File: config.mk
export PLATFORM = sky130hd
export DESIGN_NAME = alist_seq
export DESIGN_NICKNAME = d
export VERILOG_FILES = /design/src/rtl/alist_pkg.sv /design/src/rtl/alist_seq.sv
export VERILOG_INCLUDE_DIRS = /design/src /design/src/rtl
export SDC_FILE = /design/constraint.sdc
export NUM_CORES = 1
export LEC_CHECK = 0
export ABC_AREA = 1
export BUFFER_PORTS_ARGS = -buffer_cell sky130_fd_sc_hd__buf_2
export CORE_UTILIZATION = 40
export DETAILED_ROUTE_END_ITERATION = 16
export HOLD_SLACK_MARGIN = 0.08
export PLACE_DENSITY = 0.59
export SLEW_MARGIN = 20
export SYNTH_ARGS = -nofsm -noshare
export SYNTH_HDL_FRONTEND = slang
export SYNTH_SLANG_ARGS = --single-unit
File: constraint.sdc
create_clock -name i_clk -period 8 [get_ports i_clk]
set_input_delay 1.6 -clock i_clk [delete_from_list [all_inputs] [get_ports i_clk]]
set_output_delay 1.6 -clock i_clk [all_outputs]
set_load 0.05 [all_outputs]
File: src/rtl/assert_macros.svh
// Assertion macros used by the array list engine sequencer.
// Taken in by `include; no dependencies.
`ifndef ASSERT_MACROS_SVH
`define ASSERT_MACROS_SVH

// Property checked every clock, off while reset is held.
`define ALIST_ASSERT(lbl, clk, rst_n, prop, msg) \
    lbl: assert property (@(posedge clk) disable iff (!rst_n) prop) else $error(msg);

// Condition now implies outcome on the next clock, off while reset is held.
`define ALIST_ASSERT_NEXT(lbl, clk, rst_n, pre, post, msg) \
    lbl: assert property (@(posedge clk) disable iff (!rst_n) (pre) |=> (post)) else $error(msg);

`endif

File: src/rtl/alist_pkg.sv
// Shared types and constants of the array list engine.
// No dependencies.
package alist_pkg;

    localparam int KIND_W     = 3;
    localparam int POS_W      = 8;
    localparam int VALUE_W    = 32;
    localparam int RDV_W      = 32;
    localparam int COUNT_W    = 9;
    localparam int STATUS_W   = 2;

    localparam int DEF_CAPACITY   = 256;
    localparam int DEF_DATA_WIDTH = 32;

    typedef enum logic [KIND_W-1:0] {
        K_READ    = 3'd0,
        K_WRITE   = 3'd1,
        K_INSERT  = 3'd2,
        K_REMOVE  = 3'd3,
        K_PUSH    = 3'd4,
        K_POP     = 3'd5,
        K_REVERSE = 3'd6,
        K_CLEAR   = 3'd7
    } t_kind;

    typedef enum logic [STATUS_W-1:0] {
        ST_OK    = 2'd0,
        ST_FULL  = 2'd1,
        ST_RANGE = 2'd2,
        ST_EMPTY = 2'd3
    } t_status;

    typedef struct packed {
        logic [KIND_W-1:0]  kind;
        logic [POS_W-1:0]   position;
        logic [VALUE_W-1:0] value;
    } t_req;

    typedef struct packed {
        logic [RDV_W-1:0]   read_value;
        logic [COUNT_W-1:0] count;
        t_status            status;
    } t_rsp;

endpackage

File: src/rtl/alist_seq.sv
// Request sequencer: decodes a request, walks the element store for
// shifts and reversal, keeps the live count. Depends on alist_pkg.
`include "assert_macros.svh"

module alist_seq #(
    parameter int CAPACITY   = alist_pkg::DEF_CAPACITY,
    parameter int DATA_WIDTH = alist_pkg::DEF_DATA_WIDTH
) (
    input  logic                        i_clk,
    input  logic                        i_rst_n,
    input  logic                        i_req_valid,
    output logic                        o_req_ready,
    input  alist_pkg::t_req             i_req,
    output logic                        o_res_valid,
    input  logic                        i_res_ready,
    output alist_pkg::t_rsp             o_res,
    output logic                        o_mem_we,
    output logic [$clog2(CAPACITY)-1:0] o_mem_waddr,
    output logic [DATA_WIDTH-1:0]       o_mem_wdata,
    output logic [$clog2(CAPACITY)-1:0] o_mem_raddr_a,
    output logic [$clog2(CAPACITY)-1:0] o_mem_raddr_b,
    input  logic [DATA_WIDTH-1:0]       i_mem_rdata_a,
    input  logic [DATA_WIDTH-1:0]       i_mem_rdata_b
);

    localparam int AW   = $clog2(CAPACITY);
    localparam int AW1  = AW + 1;
    localparam int CW   = $clog2(CAPACITY + 1);
    localparam int CMPW = (CW > alist_pkg::POS_W) ? CW : alist_pkg::POS_W;

    typedef enum logic [2:0] {
        S_IDLE,
        S_RDWAIT,
        S_SHIFT_UP,
        S_PUT,
        S_SHIFT_DN,
        S_REV_WLO,
        S_REV_WHI,
        S_DONE
    } t_state;

    t_state             r_state,  n_state;
    logic [CW-1:0]      r_count,  n_count;
    logic [AW-1:0]      r_pos,    n_pos;
    logic [AW-1:0]      r_ptr,    n_ptr;    // walking pointer, low end on reverse
    logic [AW-1:0]      r_hi,     n_hi;     // high end on reverse
    logic [DATA_WIDTH-1:0] r_val, n_val;
    logic [DATA_WIDTH-1:0] r_rd,  n_rd;
    logic [DATA_WIDTH-1:0] r_tmp, n_tmp;
    alist_pkg::t_status r_st,     n_st;

    logic [CMPW-1:0]    pos_c;
    logic [CMPW-1:0]    cnt_c;
    logic [CW-1:0]      cnt_m1;
    logic               full;
    logic               empty;
    logic [63:0]        val_ext;
    logic [DATA_WIDTH-1:0] in_val;
    logic [AW-1:0]      in_pos;
    logic [63:0]        rd_ext;
    logic [31:0]        cnt_ext;

    assign pos_c   = CMPW'(i_req.position);
    assign cnt_c   = CMPW'(r_count);
    assign cnt_m1  = r_count - 1'b1;
    assign full    = (r_count == CW'(CAPACITY));
    assign empty   = (r_count == '0);
    assign val_ext = 64'(i_req.value);
    assign in_val  = val_ext[DATA_WIDTH-1:0];
    assign in_pos  = AW'(i_req.position);
    assign rd_ext  = 64'(r_rd);
    assign cnt_ext = 32'(r_count);

    assign o_res.read_value = rd_ext[alist_pkg::RDV_W-1:0];
    assign o_res.count      = cnt_ext[alist_pkg::COUNT_W-1:0];
    assign o_res.status     = r_st;

    always_comb begin
        n_state = r_state;
        n_count = r_count;
        n_pos   = r_pos;
        n_ptr   = r_ptr;
        n_hi    = r_hi;
        n_val   = r_val;
        n_rd    = r_rd;
        n_tmp   = r_tmp;
        n_st    = r_st;

        o_req_ready   = (r_state == S_IDLE);
        o_res_valid   = 1'b0;
        o_mem_we      = 1'b0;
        o_mem_waddr   = r_ptr;
        o_mem_wdata   = i_mem_rdata_a;
        o_mem_raddr_a = r_ptr;
        o_mem_raddr_b = r_hi;

        case (r_state)
            S_IDLE: begin
                if (i_req_valid) begin
                    n_rd    = '0;
                    n_st    = alist_pkg::ST_OK;
                    n_pos   = in_pos;
                    n_val   = in_val;
                    n_state = S_DONE;
                    case (alist_pkg::t_kind'(i_req.kind))
                        alist_pkg::K_READ: begin
                            if (pos_c < cnt_c) begin
                                o_mem_raddr_a = in_pos;
                                n_state       = S_RDWAIT;
                            end else begin
                                n_st = alist_pkg::ST_RANGE;
                            end
                        end
                        alist_pkg::K_WRITE: begin
                            if (pos_c < cnt_c) begin
                                o_mem_we    = 1'b1;
                                o_mem_waddr = in_pos;
                                o_mem_wdata = in_val;
                            end else begin
                                n_st = alist_pkg::ST_RANGE;
                            end
                        end
                        alist_pkg::K_INSERT: begin
                            if (full) begin
                                n_st = alist_pkg::ST_FULL;
                            end else if (pos_c > cnt_c) begin
                                n_st = alist_pkg::ST_RANGE;
                            end else if (pos_c == cnt_c) begin
                                // append at the end, nothing to move
                                o_mem_we    = 1'b1;
                                o_mem_waddr = in_pos;
                                o_mem_wdata = in_val;
                                n_count     = r_count + 1'b1;
                            end else begin
                                o_mem_raddr_a = AW'(cnt_m1);
                                n_ptr         = AW'(cnt_m1);
                                n_state       = S_SHIFT_UP;
                            end
                        end
                        alist_pkg::K_REMOVE: begin
                            if (empty) begin
                                n_st = alist_pkg::ST_EMPTY;
                            end else if (pos_c >= cnt_c) begin
                                n_st = alist_pkg::ST_RANGE;
                            end else if (pos_c == CMPW'(cnt_m1)) begin
                                n_count = cnt_m1;
                            end else begin
                                o_mem_raddr_a = in_pos + 1'b1;
                                n_ptr         = in_pos + 1'b1;
                                n_state       = S_SHIFT_DN;
                            end
                        end
                        alist_pkg::K_PUSH: begin
                            if (full) begin
                                n_st = alist_pkg::ST_FULL;
                            end else begin
                                o_mem_we    = 1'b1;
                                o_mem_waddr = AW'(r_count);
                                o_mem_wdata = in_val;
                                n_count     = r_count + 1'b1;
                            end
                        end
                        alist_pkg::K_POP: begin
                            if (empty) begin
                                n_st = alist_pkg::ST_EMPTY;
                            end else begin
                                n_count = cnt_m1;
                            end
                        end
                        alist_pkg::K_REVERSE: begin
                            if (r_count > CW'(1)) begin
                                o_mem_raddr_a = '0;
                                o_mem_raddr_b = AW'(cnt_m1);
                                n_ptr         = '0;
                                n_hi          = AW'(cnt_m1);
                                n_state       = S_REV_WLO;
                            end
                        end
                        alist_pkg::K_CLEAR: begin
                            n_count = '0;
                        end
                        default: begin
                            n_count = '0;
                        end
                    endcase
                end
            end
            S_RDWAIT: begin
                n_rd    = i_mem_rdata_a;
                n_state = S_DONE;
            end
            S_SHIFT_UP: begin
                // element at r_ptr moves one place up
                o_mem_we    = 1'b1;
                o_mem_waddr = r_ptr + 1'b1;
                o_mem_wdata = i_mem_rdata_a;
                if (r_ptr == r_pos) begin
                    n_state = S_PUT;
                end else begin
                    o_mem_raddr_a = r_ptr - 1'b1;
                    n_ptr         = r_ptr - 1'b1;
                end
            end
            S_PUT: begin
                o_mem_we    = 1'b1;
                o_mem_waddr = r_pos;
                o_mem_wdata = r_val;
                n_count     = r_count + 1'b1;
                n_state     = S_DONE;
            end
            S_SHIFT_DN: begin
                // element at r_ptr moves one place down
                o_mem_we    = 1'b1;
                o_mem_waddr = r_ptr - 1'b1;
                o_mem_wdata = i_mem_rdata_a;
                if (CW'(r_ptr) == cnt_m1) begin
                    n_count = cnt_m1;
                    n_state = S_DONE;
                end else begin
                    o_mem_raddr_a = r_ptr + 1'b1;
                    n_ptr         = r_ptr + 1'b1;
                end
            end
            S_REV_WLO: begin
                o_mem_we    = 1'b1;
                o_mem_waddr = r_ptr;
                o_mem_wdata = i_mem_rdata_b;
                n_tmp       = i_mem_rdata_a;
                n_state     = S_REV_WHI;
            end
            S_REV_WHI: begin
                o_mem_we    = 1'b1;
                o_mem_waddr = r_hi;
                o_mem_wdata = r_tmp;
                if ((AW1'(r_ptr) + AW1'(2)) < AW1'(r_hi)) begin
                    // next pair read while the high end is written
                    o_mem_raddr_a = r_ptr + 1'b1;
                    o_mem_raddr_b = r_hi - 1'b1;
                    n_ptr         = r_ptr + 1'b1;
                    n_hi          = r_hi - 1'b1;
                    n_state       = S_REV_WLO;
                end else begin
                    n_state = S_DONE;
                end
            end
            S_DONE: begin
                o_res_valid = 1'b1;
                if (i_res_ready) begin
                    n_state = S_IDLE;
                end
            end
            default: begin
                n_state = S_IDLE;
            end
        endcase
    end

    always_ff @(posedge i_clk) begin
        if (!i_rst_n) begin
            r_state <= S_IDLE;
            r_count <= '0;
        end else begin
            r_state <= n_state;
            r_count <= n_count;
        end
        r_pos <= n_pos;
        r_ptr <= n_ptr;
        r_hi  <= n_hi;
        r_val <= n_val;
        r_rd  <= n_rd;
        r_tmp <= n_tmp;
        r_st  <= n_st;
    end

    `ALIST_ASSERT(a_count_cap, i_clk, i_rst_n, r_count <= CW'(CAPACITY), "live count above capacity")
    `ALIST_ASSERT_NEXT(a_put_grows, i_clk, i_rst_n, r_state == S_PUT, r_count == $past(r_count) + 1'b1, "insert did not grow count")
    `ALIST_ASSERT(a_up_bound, i_clk, i_rst_n, (r_state == S_SHIFT_UP) |-> ((r_ptr >= r_pos) && (CW'(r_ptr) < r_count)), "shift-up pointer out of window")
    `ALIST_ASSERT(a_rev_order, i_clk, i_rst_n, (r_state == S_REV_WLO) |-> (r_ptr < r_hi), "reverse pointers crossed")

endmodule

==> summary.txt, run 1 <==
Global routing
  • First-pass GRT wire length: between 50 and 60 mm
  • Initial antenna violation count: 0
  • GRT Overall Usage: about 30%
  • Global route overflow: 0
  • Largest net degree at the start of global routing: 66
  • Vias in the first global route: 9701

Timing
  • Final worst setup slack: roughly 1.3 ns
  • Final worst path period need: about 6.7 ns
  • Final hold violations: 0
  • Peak Freq: about 0.15 GHz
  • Setup TNS: 0 ns
  • Max-slew headroom: between 30% and 40%
  • Count of pins over their slew limit: 0
  • RSZ-0062 raised after global routing: no
  • Worst Skew: between 0.01 and 0.015 ns
  • Finish-stage setup viols: 0
  • Final Cycle Share: 83.2%
  • Worst slew pin tran: roughly 1 ns

Routing
  • DR iter-0 viols: between 1000 and 1500
  • DR pass1 iterations: 5
  • Vias: ~10000
  • DR DRC count: 0
  • WL met2: roughly 17 mm
  • Met3 WL post-DR: between 3 and 4 mm
  • Vias per inst: 5.60
  • Routed length on met1: 17.0 mm
  • Routed WL: between 30 and 40 mm
  • Top sig layer: met4
  • WL/cell: roughly 20 µm
  • Detail Route Antenna Nets: 0

Floorplan
  • Die X: ~160 µm
  • Core area: 24400 µm²
  • Initial Utilization: between 40 and 50%
  • Num rows: between 50 and 60
  • Die height: 160 µm
  • Die Area: around 26000 µm²
  • I/O pins: between 200 and 250

Clock tree
  • TritonCTS clock tree: built
  • Post_cts resized: 0
  • Post-CTS setup buffer count: 0
  • Max clock buf depth: 2
  • Num CTS Buffers: 17
  • # hold bufs at CTS: 0
  • Clock Latency Late Sink: between 0.4 and 0.5 ns
  • Num Clock Sinks: roughly 130
  • Root Buffer: clkbuf_16
  • Clock transition at the registers of the reported paths: around 0.070 ns
  • H-Tree Depth: 4

Worst setup path
  • Critical Path Source: i_req[41]
  • Worst-path cell chain: buf_2 > inv_1 > nor2_1 > nand2_1 > nand3_1 > nand2_1 > inv_1 > buf_4 > nand2_2 > nor2_2 > inv_2 > nor2_2 > buf_4 > nand2_1 > nand4_1 > o21ai_0 > inv_1 > buf_2
  • R2R Path Start: r_ptr[1]$_DFFE_PP_
  • R2r setup slk: slightly above 4 ns
  • Worst EP arrival: between 5 and 6 ns
  • CP required: 6.40 ns
  • Worst setup SP type: primary input
  • Setup crit end kind: output port
  • Critical path capture point: o_mem_wdata[17]
  • Slowest CP cell: nand2_1
  • CP bufs+invs: 8
  • Max FO, Critical Path: 23
  • Crit path max-delay family: simple AND/OR/NAND/NOR gates
  • Worst path depth: 18
  • Critical path class: in -> out
  • Reg2reg end: r_ptr[6]$_DFFE_PP_
  • Reg2reg path depth: 14
  • Delay of the slowest critical-path stage: about 0.42 ns

Place
  • Pre-CTS WS: 1.44 ns
  • Port bufs: between 200 and 250
  • Post-DP HPWL: 28.4 mm
  • Final GP Congestion: roughly 0.95

Layout
  • Final net count: between 1500 and 2000
  • Ant. Diodes: 0
  • FILL cells: approximately 2500
  • P&R area growth vs syn: 18.8%
  • Final core occ: about half
  • Layout cells sized above 1: between 10% and 20%

Flow run
  • Max-cap violations: 0

Hold path
  • Worst Hold Class: reg -> reg
  • Hold depth: 2

Yosys
  • Syn Area/Cell: ~7.4 µm²
  • Netlist cell types: 53
  • Top post-synthesis cells by area: edfxtp_1, nand2_1, nand3_1
  • Synth area leader: edfxtp_1
  • FFs w/ async S/R, synth: 0%
  • Seq/Total Area, Yosys: 38.2%
  • Share of the synthesized area in the top cell type: approximately a third
  • Synth Net Count: around 1500
  • Synth Instances: 1360
  • Synthesized area: between 9000 and 10000 µm²
  • Number of synthesized flops with an enable pin: ~110
  • Yosys reg bits: 134
  • YS warnings: 0
  • Synth Flop Type: edfxtp_1

Outcome
  • Status: completed
[registers in the layout, indices dropped and copies added (netlist names)]
signal   cells
r_hi         8
r_pos        8
cnt_c        9
r_rd        32
r_state      3
r_val       32
r_st         2
r_tmp       32
r_ptr        8
[worst reg2reg max path, cell delays in order (launching register included)]
cell      delay, ns
edfxtp_1       0.74
inv_1          0.49
ha_1           0.42
ha_1           0.30
a21oi_1        0.14
o21a_1         0.12
nor2_1         0.05
nor2_2         0.25
nand2_1        0.36
inv_1          0.31
nand2_1        0.08
o21ai_0        0.08
nor2_1         0.06
nor2_1         0.13
nand3_1        0.10
[cell usage in the layout (no fill, tap or decap), types with 7 or more instances in the layout]
cell type	count
o22ai_1	18
nand2_1	323
nor2_1	108
nor2_2	7
clkbuf_16	17
inv_1	164
o221ai_1	15
xor2_1	23
nor3_1	21
nand2_2	8
buf_2	212
edfxtp_1	114
nand4_1	48
a21oi_1	63
ha_1	25
a22o_1	14
o21ai_0	76
dfxtp_1	20
buf_4	15
a31oi_1	11
nand3_1	124
a221oi_1	7
o211ai_1	28
o21bai_1	7
inv_6	7
[per-stage QoR]
stage	hold WS, ns	instances	area, µm²
finish	0.545	1876	11900
CTS	0.533	1876	11900
global route	0.587	1876	11900
detailed placement	0.522	1844	11300
global placement	0.512	1844	11300
floorplan	0.493	1360	10000
[logic make-up (layout without fill, tap and decap cells)]
kind of cell             after synthesis  count (layout)  share of synthesized area, %
buffers and inverters                241             433                          9.55
AND/OR/NAND/NOR                      667             667                          30.0
XOR/XNOR                              29              29                          2.54
AO/OA/AOI/OAI                        264             264                          16.5
adder cells (fa/ha/maj)               25              25                          3.13
flip-flops                           134             134                          38.2
[how the worst min path moves through the flow]
stage,slack (ns),end,from
5_1_grt,0.59,r_hi[7]$_DFF_P_,r_hi[6]$_DFF_P_
2_1_floorplan,0.49,r_state[2]$_SDFFE_PN0P_,r_state[2]$_SDFFE_PN0P_
3_3_place_gp,0.51,cnt_c[7]$_SDFFE_PN0P_,cnt_c[7]$_SDFFE_PN0P_
3_5_place_dp,0.52,cnt_c[7]$_SDFFE_PN0P_,cnt_c[7]$_SDFFE_PN0P_
6_report,0.55,cnt_c[7]$_SDFFE_PN0P_,cnt_c[7]$_SDFFE_PN0P_
4_1_cts,0.53,cnt_c[7]$_SDFFE_PN0P_,cnt_c[7]$_SDFFE_PN0P_
[final cells by class]
cell class                 instances  area (µm²)  share of cell area, %
timing repair buffer             227        1170                   9.88
multi-input combinational        985        5270                   44.3
sequential                       134        3820                   32.2
clock buffer                      17         425                   3.58
tap                              324         405                   3.41
clock inverter                    15         133                   1.12
inverter                         174         653                   5.50
[synthesized netlist by cell type (3+ instances only)]
cell and count:
inv_2 6, nand2_1 323, a21boi_0 5, edfxtp_1 114, o21ai_0 77, inv_1 164
nor2_1 112, xnor2_1 6, o31ai_1 5, nand2_4 5, a22o_1 14, o21bai_1 7
or2_2 3, a31oi_1 11, o22ai_1 18, o211ai_1 28, ha_1 25, clkbuf_1 44
a221oi_1 7, nor2_4 3, clkinv_1 4, nand4_1 48, buf_2 16, dfxtp_1 20
nor3_1 22, nand2_2 8, buf_6 3, nand3b_1 3, a21oi_1 63, xor2_1 23
nand3_1 124, nor2_2 6, o221ai_1 15
[routing by layer]
metal / vias up / global-route usage [%]
met2: 503 / 45.4
met5: - / 0
li1: 5030 / -
met1: 4902 / 41.6
met3: 64 / 6.55
met4: 0 / 10.8
Power of run 1 is not shown: default switching activity piles up to over one toggle a cycle in this logic, so the estimate is an artifact.
==> run 2: changes to the inputs <==
--- a/config.mk
+++ b/config.mk
@@ -6,12 +6,12 @@
 export SDC_FILE = /design/constraint.sdc
 export NUM_CORES = 1
 export LEC_CHECK = 0
-export ABC_AREA = 1
+export ABC_AREA = 0
 export BUFFER_PORTS_ARGS = -buffer_cell sky130_fd_sc_hd__buf_2
 export CORE_UTILIZATION = 40
 export DETAILED_ROUTE_END_ITERATION = 16
 export HOLD_SLACK_MARGIN = 0.08
-export PLACE_DENSITY = 0.59
+export PLACE_DENSITY = 0.61
 export SLEW_MARGIN = 20
 export SYNTH_ARGS = -nofsm -noshare
 export SYNTH_HDL_FRONTEND = slang
==> constraint.sdc (replaced) <==
create_clock -name i_clk -period 6.1 [get_ports i_clk]
set_input_delay 1.22 -clock i_clk [delete_from_list [all_inputs] [get_ports i_clk]]
set_output_delay 1.22 -clock i_clk [all_outputs]
set_load 0.05 [all_outputs]
==> summary.txt, run 2 <==
Yosys
  • Synth Flop Type: edfxtp_1
  • Largest family of logic cells by synthesized area: compound AO/OA/AOI/OAI gates
  • Top post-synthesis cells by area: edfxtp_1, o21ai_0, nor2_1
  • Compound-Gate Fraction of Synth Area: 29.0%
  • YS warnings: 0
  • Post-synthesis simple-gate area fraction: 17.2%
  • Seq/Total Area, Yosys: 38.0%
  • Share of the synthesized area in the top cell type: between 30% and 40%
  • Most numerous cell in the Yosys netlist: nor2_1
  • Number of synthesized flops with an enable pin: 114
  • Syn Area/Cell: roughly 8.9 µm²
  • Post-synth top cells: nor2_1, edfxtp_1, o21ai_0, clkbuf_1, a21oi_1
  • Synth Instances: around 1100
  • Synthesized area: between 10000 and 15000 µm²
  • Mux contribution to synthesized area: less than 1%
  • FFs w/ async S/R, synth: 0%
  • Netlist cell types: between 80 and 90
  • Yosys reg bits: between 100 and 150
  • Synth area leader: edfxtp_1
  • Synth Area in Adders: 3.11%
  • XOR/XNOR Fraction of Synth Area: 6.05%
  • Synth Net Count: 1270

Global routing
  • Global route overflow: 0
  • GRT Overall Usage: 29.5%
  • Initial antenna violation count: 1
  • First-pass GRT wire length: about 58 mm
  • Largest net degree at the start of global routing: 73
  • Vias in the first global route: between 9000 and 10000

Clock tree
  • H-Tree Depth: 4
  • Num CTS Buffers: 17
  • Num Clock Sinks: between 100 and 150
  • TritonCTS clock tree: built
  • Post-CTS setup buffer count: 0
  • Clock Latency Late Sink: between 0.4 and 0.5 ns
  • Max clock buf depth: 2
  • Post_cts resized: 0
  • # hold bufs at CTS: 0
  • Clock transition at the registers of the reported paths: approximately 0.08 ns
  • Root Buffer: clkbuf_16

Layout
  • Final core occ: between 40 and 50%
  • P&R area growth vs syn: 19.0%
  • Layout cells sized above 1: between 20% and 30%
  • Top Registers: r_rd: 32 flops, r_tmp: 32 flops, r_val: 32 flops
  • Commonest non-fill, non-tap cell in the layout: buf_2
  • FILL cells: between 2000 and 2500
  • Commonest non-fill, non-tap cells in the layout: buf_2, nor2_1, edfxtp_1, o21ai_0, a21oi_1
  • Design Area, Final: around 12000 µm²
  • Final net count: approximately 1400

Timing
  • Setup TNS: 0 ns
  • Worst slew pin tran: 1.01 ns
  • Finish-stage setup viols: 0
  • Count of pins over their slew limit: 0
  • Final worst path period need: around 5.6 ns
  • Final Cycle Share: just over 90%
  • Max-slew headroom: 32.5%
  • Peak Freq: approximately 0.18 GHz
  • RSZ-0062 raised after global routing: no
  • Final hold violations: 0
  • Worst Skew: about 0.013 ns

Worst setup path
  • Setup crit end kind: output port
  • Worst setup SP type: flop
  • CP required: between 4 and 5 ns
  • R2R Path Start: cnt_c[1]$_SDFFE_PN0P_
  • Max FO, Critical Path: 13
  • Critical Path Source: cnt_c[1]$_SDFFE_PN0P_
  • R2r setup slk: around 2.1 ns
  • Worst EP arrival: approximately 4.4 ns
  • Critical path class: reg -> out

Routing
  • Vias: 10300
  • DR DRC count: 0
  • Vias per inst: around 6.3
  • Detail Route Antenna Nets: 0
  • DR iter-0 viols: about 1200
  • DR pass1 iterations: 7
  • WL/cell: approximately 24 µm
  • Routed WL: 38.4 mm

Place
  • Post-DP HPWL: 27.1 mm
  • Port bufs: around 210
  • Final GP Congestion: about 0.97
  • Placed cell areas: ~11000 µm²

Outcome
  • Status: completed

Floorplan
  • Core area: ~24000 µm²
  • Die X: 161 µm
  • Die Area: between 20000 and 30000 µm²
  • Die height: ~160 µm
  • Num rows: 57
  • I/O pins: around 210
  • Initial Utilization: approximately 41%

Hold path
  • Worst hold path startpoint: cnt_c[7]$_SDFFE_PN0P_
  • Worst Hold Class: reg -> reg

Flow run
  • Max-cap violations: 0
-- run 2: cell count changes after synthesis, sizes merged, moves of 12 or more --
cell	previous run	this run
xnor2	6	36
nand4	49	6
a211oi	0	12
o21ai	80	116
clkbuf	44	76
a221oi	7	38
o211ai	28	13
nand2	336	65
nand3	125	28
a22o	14	0
inv	170	32
o221ai	15	46
and3	0	42
-- run 2: layout make-up --
class                   count  area, µm²  area share (%)
inverters                  35        131            1.10
diodes                      1       2.50          0.0209
repair buffers            242       1310            11.0
flip-flops and latches    134       3830            32.0
clock buffers              17        425            3.56
multi-input cells         864       5680            47.5
well taps                 324        405            3.39
clock inverters            15        179            1.50
-- run 2: through the flow --
step,hold WS [ns],std cells,setup WS (ns)
2_1_floorplan,0.790,1134,0.241
3_3_place_gp,0.509,1598,0.646
3_5_place_dp,0.524,1598,0.671
4_1_cts,0.535,1630,0.492
5_1_grt,0.570,1632,0.165
6_report,0.531,1632,0.461
-- run 2: logic make-up (layout without fill, tap and decap cells) --
group / after synthesis / after routing
flip-flops: 134 / 134
XOR/XNOR: 60 / 60
multiplexers: 9 / 9
AND/OR/NAND/NOR: 353 / 353
adder cells (fa/ha/maj): 25 / 25
AO/OA/AOI/OAI: 417 / 417
buffers and inverters: 136 / 309
other: 0 / 1
-- run 2: worst paths after layout --
| check | to | depth (start not counted) |
|---|---|---|
| max | o_mem_raddr_a[0] | 11 |
| min reg2reg | cnt_c[7]$_SDFFE_PN0P_ | 2 |
| min | cnt_c[7]$_SDFFE_PN0P_ | 2 |
| max reg2reg | cnt_c[4]$_SDFFE_PN0P_ | 10 |
-- run 2: layer usage --
layer / vias up / track usage [%] / wire length (µm)
met5: - / 0 / 0
met4: 0 / 13.0 / 1320
met3: 86 / 4.05 / 2780
met2: 556 / 45.6 / 17600
met1: 4942 / 40.9 / 16600
li1: 4682 / - / -
-- run 2: worst max-delay path, cell delays in order, from the launching register on --
cell,delay [ns]
dfxtp_1,0.41
inv_1,0.20
ha_1,0.41
nor3b_2,0.67
and3_1,0.42
xnor3_1,0.26
and4b_4,0.23
or4_4,0.53
o221ai_1,0.22
a21oi_1,0.08
o221ai_1,0.24
buf_2,0.31
Power of run 2 is left out for the same reason.
